**src/hdl/bscs_pkg.sv**
```systemverilog
package bscs_pkg;

  localparam int MAX_BLOCK = 8;
  localparam int VEC_DEPTH = 1024;
  localparam int VEC_AW    = $clog2(VEC_DEPTH);
  // wide enough for block_row * block_size + offset and for any length
  localparam int RC_W      = (VEC_AW + 2 > 16) ? VEC_AW + 2 : 16;
  localparam int LEN_W     = 11;
  localparam int BS_W      = 4;
  localparam int X_W       = 32;
  localparam int Y_W       = 64;

  typedef enum logic [1:0] {
    K_LOAD  = 2'd0,
    K_ENTRY = 2'd1,
    K_CLEAR = 2'd2,
    K_READ  = 2'd3
  } kind_t;

  typedef enum logic [1:0] {
    STAT_OK   = 2'd0,
    STAT_DROP = 2'd1,
    STAT_BAD  = 2'd2
  } status_t;

  typedef enum logic [1:0] {
    CFG_BLOCK_SIZE = 2'd0,
    CFG_ROWS       = 2'd1,
    CFG_COLS       = 2'd2,
    CFG_UNIT_DIAG  = 2'd3
  } cfg_idx_t;

  typedef enum logic [2:0] {
    S_IDLE,
    S_MUL,
    S_ACC,
    S_DONE,
    S_CLR
  } state_t;

  typedef struct packed {
    kind_t              kind;
    logic [9:0]         elem_index;
    logic [9:0]         block_col;
    logic [9:0]         block_row;
    logic [2:0]         row_in_block;
    logic [2:0]         col_in_block;
    logic signed [31:0] value;
  } in_item_t;

  typedef struct packed {
    logic signed [63:0] read_value;
    status_t            status;
  } out_item_t;

  // effective configuration seen by the controller
  typedef struct packed {
    logic [RC_W-1:0] bs;
    logic [RC_W-1:0] nr;
    logic [RC_W-1:0] nc;
    logic            unit_diag;
    logic            square;
  } cfg_t;

  typedef struct packed {
    logic              we;
    logic [VEC_AW-1:0] waddr;
    logic [X_W-1:0]    wdata;
    logic              re;
    logic [VEC_AW-1:0] raddr;
  } xreq_t;

  typedef struct packed {
    logic              we;
    logic [VEC_AW-1:0] waddr;
    logic [Y_W-1:0]    wdata;
    logic              re;
    logic [VEC_AW-1:0] raddr;
  } yreq_t;

  function automatic logic [RC_W-1:0] eff_bs(input logic [BS_W-1:0] b);
    logic [RC_W-1:0] r;
    if (b == '0) begin
      r = RC_W'(1);
    end else if (RC_W'(b) > RC_W'(MAX_BLOCK)) begin
      r = RC_W'(MAX_BLOCK);
    end else begin
      r = RC_W'(b);
    end
    return r;
  endfunction

  function automatic logic [RC_W-1:0] eff_len(input logic [LEN_W-1:0] v);
    logic [RC_W-1:0] r;
    if (RC_W'(v) > RC_W'(VEC_DEPTH)) begin
      r = RC_W'(VEC_DEPTH);
    end else begin
      r = RC_W'(v);
    end
    return r;
  endfunction

endpackage

```
**src/hdl/bscs_ctrl.sv**
```systemverilog
module bscs_ctrl
  import bscs_pkg::*;
(
  input  logic           clk,
  input  logic           rst_n,
  input  cfg_t           cfg,
  input  logic           in_valid,
  output logic           in_stall,
  input  in_item_t       in_data,
  output logic           out_valid,
  input  logic           out_stall,
  output out_item_t      out_data,
  output xreq_t          xreq,
  input  logic [X_W-1:0] x_rdata,
  output yreq_t          yreq,
  input  logic [Y_W-1:0] y_rdata
);

  state_t state_r, state_nxt;

  status_t            st_r;
  logic               rd_sel_r;
  logic signed [31:0] val_r;
  logic [VEC_AW-1:0]  yaddr_r;
  logic signed [63:0] prod_r;
  logic               copy_r;
  logic               clr_item_r;
  logic [VEC_AW-1:0]  clr_ptr_r;
  logic               cwr_v_r;
  logic [VEC_AW-1:0]  cwr_addr_r;
  logic               cwr_cp_r;
  logic               out_valid_r;
  out_item_t          out_data_r;

  logic               acc;
  logic               out_free;
  logic [RC_W-1:0]    r_glob;
  logic [RC_W-1:0]    c_glob;
  logic               off_bad;
  logic               outside;
  logic               entry_go;
  logic               load_ok;
  logic               read_ok;
  logic               clr_last;
  status_t            st_nxt;
  logic               rd_sel_nxt;
  logic signed [63:0] prod_nxt;
  logic [Y_W-1:0]     sum;
  logic [Y_W-1:0]     sat_sum;
  logic [Y_W-1:0]     copy_val;

  assign in_stall = (state_r != S_IDLE) || cwr_v_r;
  assign acc      = in_valid && !in_stall;
  assign out_free = !out_valid_r || !out_stall;

  assign r_glob   = RC_W'(in_data.block_row) * cfg.bs + RC_W'(in_data.row_in_block);
  assign c_glob   = RC_W'(in_data.block_col) * cfg.bs + RC_W'(in_data.col_in_block);
  assign off_bad  = (RC_W'(in_data.row_in_block) >= cfg.bs) ||
                    (RC_W'(in_data.col_in_block) >= cfg.bs);
  assign outside  = (r_glob >= cfg.nr) || (c_glob >= cfg.nc);
  assign entry_go = !off_bad && !outside;
  assign load_ok  = RC_W'(in_data.elem_index) < cfg.nc;
  assign read_ok  = RC_W'(in_data.elem_index) < cfg.nr;
  assign clr_last = clr_ptr_r == VEC_AW'(VEC_DEPTH - 1);

  assign prod_nxt = val_r * $signed(x_rdata);
  assign sum      = y_rdata + prod_r;
  // saturate when both operands share a sign the sum lost
  always_comb begin
    sat_sum = sum;
    if (y_rdata[Y_W-1] == prod_r[Y_W-1] && sum[Y_W-1] != y_rdata[Y_W-1]) begin
      sat_sum = y_rdata[Y_W-1] ? {1'b1, {(Y_W-1){1'b0}}} : {1'b0, {(Y_W-1){1'b1}}};
    end
  end
  assign copy_val = cwr_cp_r ? {{16{x_rdata[X_W-1]}}, x_rdata, 16'b0} : '0;

  // status of the request being accepted
  always_comb begin
    st_nxt     = STAT_OK;
    rd_sel_nxt = 1'b0;
    case (in_data.kind)
      K_LOAD: begin
        if (!load_ok) st_nxt = STAT_BAD;
      end
      K_ENTRY: begin
        if (off_bad) st_nxt = STAT_BAD;
        else if (outside) st_nxt = STAT_DROP;
      end
      K_CLEAR: begin
        if (cfg.unit_diag && !cfg.square) st_nxt = STAT_BAD;
      end
      default: begin
        if (read_ok) rd_sel_nxt = 1'b1;
        else st_nxt = STAT_BAD;
      end
    endcase
  end

  // next state
  always_comb begin
    state_nxt = state_r;
    unique case (state_r)
      S_IDLE: begin
        if (acc) begin
          case (in_data.kind)
            K_ENTRY: state_nxt = entry_go ? S_MUL : S_DONE;
            K_CLEAR: state_nxt = S_CLR;
            default: state_nxt = S_DONE;
          endcase
        end
      end
      S_MUL: state_nxt = S_ACC;
      S_ACC: begin
        if (out_free) state_nxt = S_IDLE;
      end
      S_DONE: begin
        if (out_free) state_nxt = S_IDLE;
      end
      S_CLR: begin
        if (clr_last) state_nxt = clr_item_r ? S_DONE : S_IDLE;
      end
      default: state_nxt = S_IDLE;
    endcase
  end

  // memory requests
  always_comb begin
    xreq.we    = (state_r == S_IDLE) && acc && (in_data.kind == K_LOAD) && load_ok;
    xreq.waddr = VEC_AW'(in_data.elem_index);
    xreq.wdata = in_data.value;
    xreq.re    = ((state_r == S_IDLE) && acc && (in_data.kind == K_ENTRY) && entry_go) ||
                 (state_r == S_CLR);
    xreq.raddr = (state_r == S_CLR) ? clr_ptr_r : c_glob[VEC_AW-1:0];

    yreq.re    = (state_r == S_IDLE) && acc &&
                 (((in_data.kind == K_ENTRY) && entry_go) ||
                  ((in_data.kind == K_READ) && read_ok));
    yreq.raddr = (in_data.kind == K_READ) ? VEC_AW'(in_data.elem_index)
                                          : r_glob[VEC_AW-1:0];
    // clear sweep writes never coincide with an accumulate
    yreq.we    = cwr_v_r || ((state_r == S_ACC) && out_free);
    yreq.waddr = cwr_v_r ? cwr_addr_r : yaddr_r;
    yreq.wdata = cwr_v_r ? copy_val : sat_sum;
  end

  always_ff @(posedge clk) begin
    if (!rst_n) begin
      state_r     <= S_CLR;
      clr_item_r  <= 1'b0;
      copy_r      <= 1'b0;
      clr_ptr_r   <= '0;
      cwr_v_r     <= 1'b0;
      out_valid_r <= 1'b0;
    end else begin
      state_r <= state_nxt;

      cwr_v_r    <= state_r == S_CLR;
      cwr_addr_r <= clr_ptr_r;
      cwr_cp_r   <= copy_r && (RC_W'(clr_ptr_r) < cfg.nr);
      if (state_r == S_CLR) begin
        clr_ptr_r <= clr_ptr_r + 1'b1;
      end else if (acc && in_data.kind == K_CLEAR) begin
        clr_ptr_r <= '0;
      end

      if (acc) begin
        val_r    <= in_data.value;
        yaddr_r  <= r_glob[VEC_AW-1:0];
        rd_sel_r <= rd_sel_nxt;
        st_r     <= st_nxt;
        if (in_data.kind == K_CLEAR) begin
          clr_item_r <= 1'b1;
          copy_r     <= cfg.unit_diag && cfg.square;
        end
      end

      if (state_r == S_MUL) begin
        prod_r <= prod_nxt;
      end

      if ((state_r == S_DONE || state_r == S_ACC) && out_free) begin
        out_valid_r <= 1'b1;
        out_data_r.read_value <= (state_r == S_DONE && rd_sel_r) ? $signed(y_rdata) : '0;
        out_data_r.status     <= (state_r == S_DONE) ? st_r : STAT_OK;
      end else if (!out_stall) begin
        out_valid_r <= 1'b0;
      end
    end
  end

  assign out_valid = out_valid_r;
  assign out_data  = out_data_r;

endmodule

```
**config.mk**
```make
export PLATFORM = sky130hd
export DESIGN_NAME = bscs_ctrl
export DESIGN_NICKNAME = d
export VERILOG_FILES = /design/src/hdl/bscs_pkg.sv /design/src/hdl/bscs_ctrl.sv
export SDC_FILE = /design/constraint.sdc
export NUM_CORES = 2
export LEC_CHECK = 0
export BUFFER_PORTS_ARGS = -buffer_cell sky130_fd_sc_hd__buf_2
export CAP_MARGIN = 25
export CORE_ASPECT_RATIO = 1.4
export CORE_MARGIN = 3
export CORE_UTILIZATION = 25
export DETAILED_ROUTE_END_ITERATION = 7
export SETUP_SLACK_MARGIN = 0.1
export SLEW_MARGIN = 20
export SYNTH_ARGS = -nofsm -noshare
export SYNTH_HDL_FRONTEND = slang
export SYNTH_SLANG_ARGS = --single-unit
```
**constraint.sdc**
```tcl
create_clock -name clk -period 8.9 [get_ports clk]
set_input_delay 1.78 -clock clk [delete_from_list [all_inputs] [get_ports clk]]
set_output_delay 1.78 -clock clk [all_outputs]
set_load 0.03 [all_outputs]
```
* Word-level counts from Yosys, hierarchy flattened *
Cells that the tools add are included.

operators by class
  magnitude comparators = 7
  multipliers = 3
  muxes and demuxes = 25
  add/subtract/negate cells = 4
  equal/unequal tests = 14
  reduce and logical (&&, ||, !) cells = 43

operator list
  cell                                                    number
  2-to-1 mux 64 bit                                       4
  adder 64 bit                                            1
  multiplier 32 x 32 -> 64 bit                            1
  2-to-1 mux 10 bit                                       5
  less-than comparator 10 x 16 -> 1 bit                   3
  adder 16 x 3 -> 16 bit                                  2
  greater-or-equal comparator 16 bit                      2
  greater-or-equal comparator 3 x 16 -> 1 bit             2
  multiplier 10 x 16 -> 16 bit                            2
  logical AND 1 bit                                       18
  2-to-1 mux 2 bit                                        6
  one-hot mux 3 bit (4 select lines)                      1
  adder 10 x 1 -> 10 bit (second input constant)          1
  equality test 10 bit (second input constant)            1
  2-to-1 mux 3 bit                                        3
  logical OR 1 bit                                        8
  AND reduction 2 bit                                     4
  equality test 3 x 2 -> 1 bit (second input constant)    2
  logical NOT 1 bit                                       6
  one-hot mux 2 bit (3 select lines)                      1
  one-hot mux 3 bit (2 select lines)                      1
  equality test 2 bit (second input constant)             2
  2-to-1 mux 1 bit                                        4
  inequality test 2 x 1 -> 1 bit (second input constant)  2
  13 further kinds                                        14

word-level totals
  output and inout port bits = 208
  bits of input ports = 220
  word-level logic and storage cells = 111
  register bits after elaboration = 203

* Logic depth before layout (Yosys ltp) *
  word-level depth = 10
  depth in mapped cells = 30

* Least setup slack after synthesis *
Ideal clock, no wire load.

  kind = input-to-output
  from = in cfg[41] (netlist bit)
  to = out xreq[10] (netlist bit)
  required time = 7.120 ns
  stages on the path = 27
  path slack = -0.956 ns
  buffers on the path = 2
  arrival = 8.076 ns
  cell sequence = clkbuf_1 > clkbuf_1 > nand2_1 > fa_1 > inv_1 > fa_1 > inv_1 > fa_1 > inv_1 > fa_1 > inv_1 > fa_1 > inv_1 > ha_1 > nand2_1 > o21ai_0 > or4_1 > a31o_2 > a21oi_1 > xnor2_1 > ha_1 > nor2b_1 > o21ai_0 > o2111ai_1 > and3b_1 > o31ai_1 > o21ai_0

RTL lines
  element      RTL line         source
  from (decl)  bscs_ctrl.sv:6   input cfg_t cfg,
  to (decl)    bscs_ctrl.sv:13  output xreq_t xreq,

==> results.yml <==
layout:
  num-nets-final: 8395
  drive_above_1_share_pct: 18.3
  fillers: 23200
  design_area_mm2: 0.0665
  area_growth_pct: 19.0
  final_util_pct: 30.0
  seq_area_mm2: 0.00593
  multi_input_area_mm2: 0.0448
outcome:
  violations: "negative setup slack"
  outcome: "complete, but fails checks"
floorplanning:
  dieArea_mm2: 0.229
  die_w_um: 406
  initial_core_util_pct: 25.2
  placementRows: 204
  placeableCoreArea_mm2: 0.222
  die_y_um: 566
  ios: 428
synthesis:
  synth_edf_count: 186
  synth-seq-cells: 203
  syn-cell-area_mm2: 0.0559
  syn_area_per_cell_um2: 9.40
  yosysWarnings: 0
  syn-num-nets: 7765
  yosysSeqAreaShare_pct: 10.6
  synthArstFlopShare_pct: 0
  synth_top_area_cell: "fa_1"
  synth_top_area_share_pct: 43.9
  synth.most_common_cell: "fa_1"
  synth_cells: 5945
  synth_common_cells: "fa_1 (1227), inv_1 (1192), nand2_1 (735), and2_1 (669), ha_1 (373)"
  ys_top_cells_by_area: "fa_1 (44%), edfxtp_1 (10%), ha_1 (8.3%), inv_1 (8.0%), and2_1 (7.5%)"
  synth_ff_type: "edfxtp_1"
  ys_types: 81
route:
  first_pass_iters: 5
  drt-wirelength-per-cell_um: 20.6
  antenna_left: 0
  route.detailed.drc: 0
  routed_wl_um: 196000
  vias: 43600
  via_per_inst: 4.60
  drt_iter0_markers: 2084
clock_tree:
  clock_latency_ns: 0.69
  cts_made_buffers: 30
  clk_path_buf_depth: 3
  clock-root-buffer: "clkbuf_16"
  clkSinkCount: 203
  cts_tree: "yes"
  clkTransAtPathRegs_ns: 0.06
  cts_hold_buf: 0
  cts_max_level: 1
timing:
  slew_violations: 0
  setup_viol: 2
  fin_crit_ns: 9.34
  finClkSkew_ns: 0.0260
  grt_setup_unrepaired: "true"
  max_freq_ghz: 0.107
  relSlewSlack_pct: 31.2
  final_hold_viol_count: 0
  post-route-period-util_pct: 105
  fin_ws_ns: -0.436
  worst_slew_pin_slew_ns: 1.03
  hold_ws_ns: 0.463
worst_setup_path:
  critical_path_required_ns: 7.12
  crit_buf_inv: 6
  crit_top_cell: "fa_1"
  critPathKind: "in2out"
  max_stage_delay_ns: 0.60
  cp_max_fo: 7
  slowest_stage: "fa_1"
  cp_cell_sequence: "buf_12, buf_12, buf_4, and2_4, fa_1, fa_1, fa_1, fa_1, inv_2, fa_1, inv_2, ha_4, or4_4, a31o_4, a21oi_2, xnor2_1, ha_1, nor2b_4, o21ai_2, o2111ai_2, and3b_2, o31ai_4, a21oi_4, buf_6"
  arrival_ns: 7.56
  start_kind: "input port"
  cp-end-kind: "output port"
  crit_family: "adder cells"
grt:
  grt_overflow_total: 0
  grt_max_degree: 65
  grt_usage_pct: 17.1
  grt_antenna_before_repair: 29
  grt_pass1_vias: 49000
  grt_pass1_wl_um: 296000
placement:
  placed_cell_area_mm2: 0.0645
  port_buffers: 427
  place_hpwl_um: 170000
  place.gp.congestion: 0.968
worst_hold_path:
  hold_path_class: "reg2reg"
job:
  max_cap_violations: 0
## area by class of cell
| type | instances | share of cell area [%] |
|---|---|---|
| diodes | 13 | 0.0489 |
| clock buffers | 33 | 1.15 |
| clock inverters | 22 | 0.367 |
| inverters | 1194 | 6.74 |
| multi-input cells | 4202 | 67.3 |
| flip-flops and latches | 203 | 8.91 |
| well taps | 2884 | 5.42 |
| repair buffers | 944 | 10.0 |
## what timing repair did
item / in CTS / in global routing
resized for setup: 68 / 135
pin swaps: 13 / 80
cloned: 1 / 1
endpoints found under the setup margin: 12 / 17
setup buffers: 5 / 6
## sequential cells by signal, indices dropped and copies added, names as in the netlist, 2 cells and up
register and count:
clr_ptr_r 10, out_data 66, val_r 32, state_r 3, yaddr_r 10, cwr_addr_r 10
st_r 2, prod_r 64
## per-layer routing
layer / up-vias / share of wire, % / global-route usage, %
met5: - / 0.089 / 0
met4: 26 / 7.6 / 10.7
met3: 527 / 5.9 / 3.07
met2: 1396 / 52 / 32.1
met1: 22400 / 35 / 17.4
li1: 19300 / - / -
## logic make-up (layout without fill, tap and decap cells)
| family | Yosys count | in the layout | share of synthesized area, % |
|---|---|---|---|
| other | 0 | 13 | 0 |
| DFF | 203 | 203 | 10.6 |
| and+or+nand+nor | 1743 | 1743 | 15.5 |
| buffers and inverters | 1540 | 2193 | 10.7 |
| muxes | 33 | 33 | 0.660 |
| AOI/OAI and AO/OA | 639 | 639 | 7.29 |
| adders and majority gates | 1601 | 1601 | 52.3 |
| xor gates and xnor gates | 186 | 186 | 2.91 |
## metrics by stage
step / instances / setup TNS [ns] / setup WS (ns)
5_1_grt: 9485 / -1.26 / -0.638
6_report: 9495 / -0.857 / -0.436
2_1_floorplan: 5945 / -0.368 / -0.176
3_3_place_gp: 9416 / -14.10 / -0.947
4_1_cts: 9477 / -0.998 / -0.512
3_5_place_dp: 9416 / -15.27 / -0.878
## cell usage in the layout (no fill, tap or decap), types with 10 or more instances in the layout
| master | synthesis | routed |
|---|---|---|
| clkbuf_4 | 0 | 10 |
| nor3_1 | 23 | 19 |
| nor2b_1 | 20 | 19 |
| ha_4 | 0 | 26 |
| xnor2_1 | 134 | 133 |
| nor2_1 | 139 | 131 |
| clkbuf_16 | 0 | 31 |
| a31oi_1 | 18 | 17 |
| a211oi_1 | 12 | 11 |
| o21ai_0 | 111 | 93 |
| nand2b_1 | 18 | 18 |
| nand3_1 | 37 | 37 |
| fa_1 | 1227 | 1205 |
| inv_1 | 1192 | 1176 |
| o21bai_1 | 28 | 28 |
| and3_1 | 21 | 18 |
| o21ai_1 | 33 | 43 |
| buf_12 | 0 | 35 |
| nand2_2 | 0 | 10 |
| ha_1 | 373 | 344 |
| diode_2 | 0 | 13 |
| inv_2 | 0 | 15 |
| buf_6 | 0 | 16 |
| dfxtp_1 | 17 | 17 |
| edfxtp_1 | 186 | 186 |
| or3_1 | 12 | 11 |
| mux2_2 | 31 | 31 |
| buf_2 | 13 | 394 |
| xor2_1 | 52 | 52 |
| and2_1 | 669 | 662 |
| nand4_1 | 33 | 33 |
| o21a_1 | 18 | 18 |
| a21oi_2 | 1 | 17 |
| nand2_1 | 735 | 721 |
| fa_2 | 0 | 22 |
| a21o_1 | 112 | 112 |
| buf_4 | 48 | 483 |
| a21oi_1 | 210 | 192 |
## worst min-delay path, cell delays in order, from the launching register on
cell and delay (ns):
dfxtp_1 0.31, nand2_1 0.05, a21oi_1 0.05
## path summary, 6_finish.rpt
path	startpoint	to	slack (ns)	cells past startpoint
max reg2reg	val_r[31]$_DFFE_PP_	prod_r[57]$_DFFE_PP_	0.67	25
min	copy_r$_SDFFE_PN0P_	copy_r$_SDFFE_PN0P_	0.46	2
max	cfg[37]	yreq[10]	-0.44	24
min reg2reg	copy_r$_SDFFE_PN0P_	copy_r$_SDFFE_PN0P_	0.46	2
Power is not shown: default switching activity piles up to over one toggle a cycle in this logic, so the estimate is an artifact.
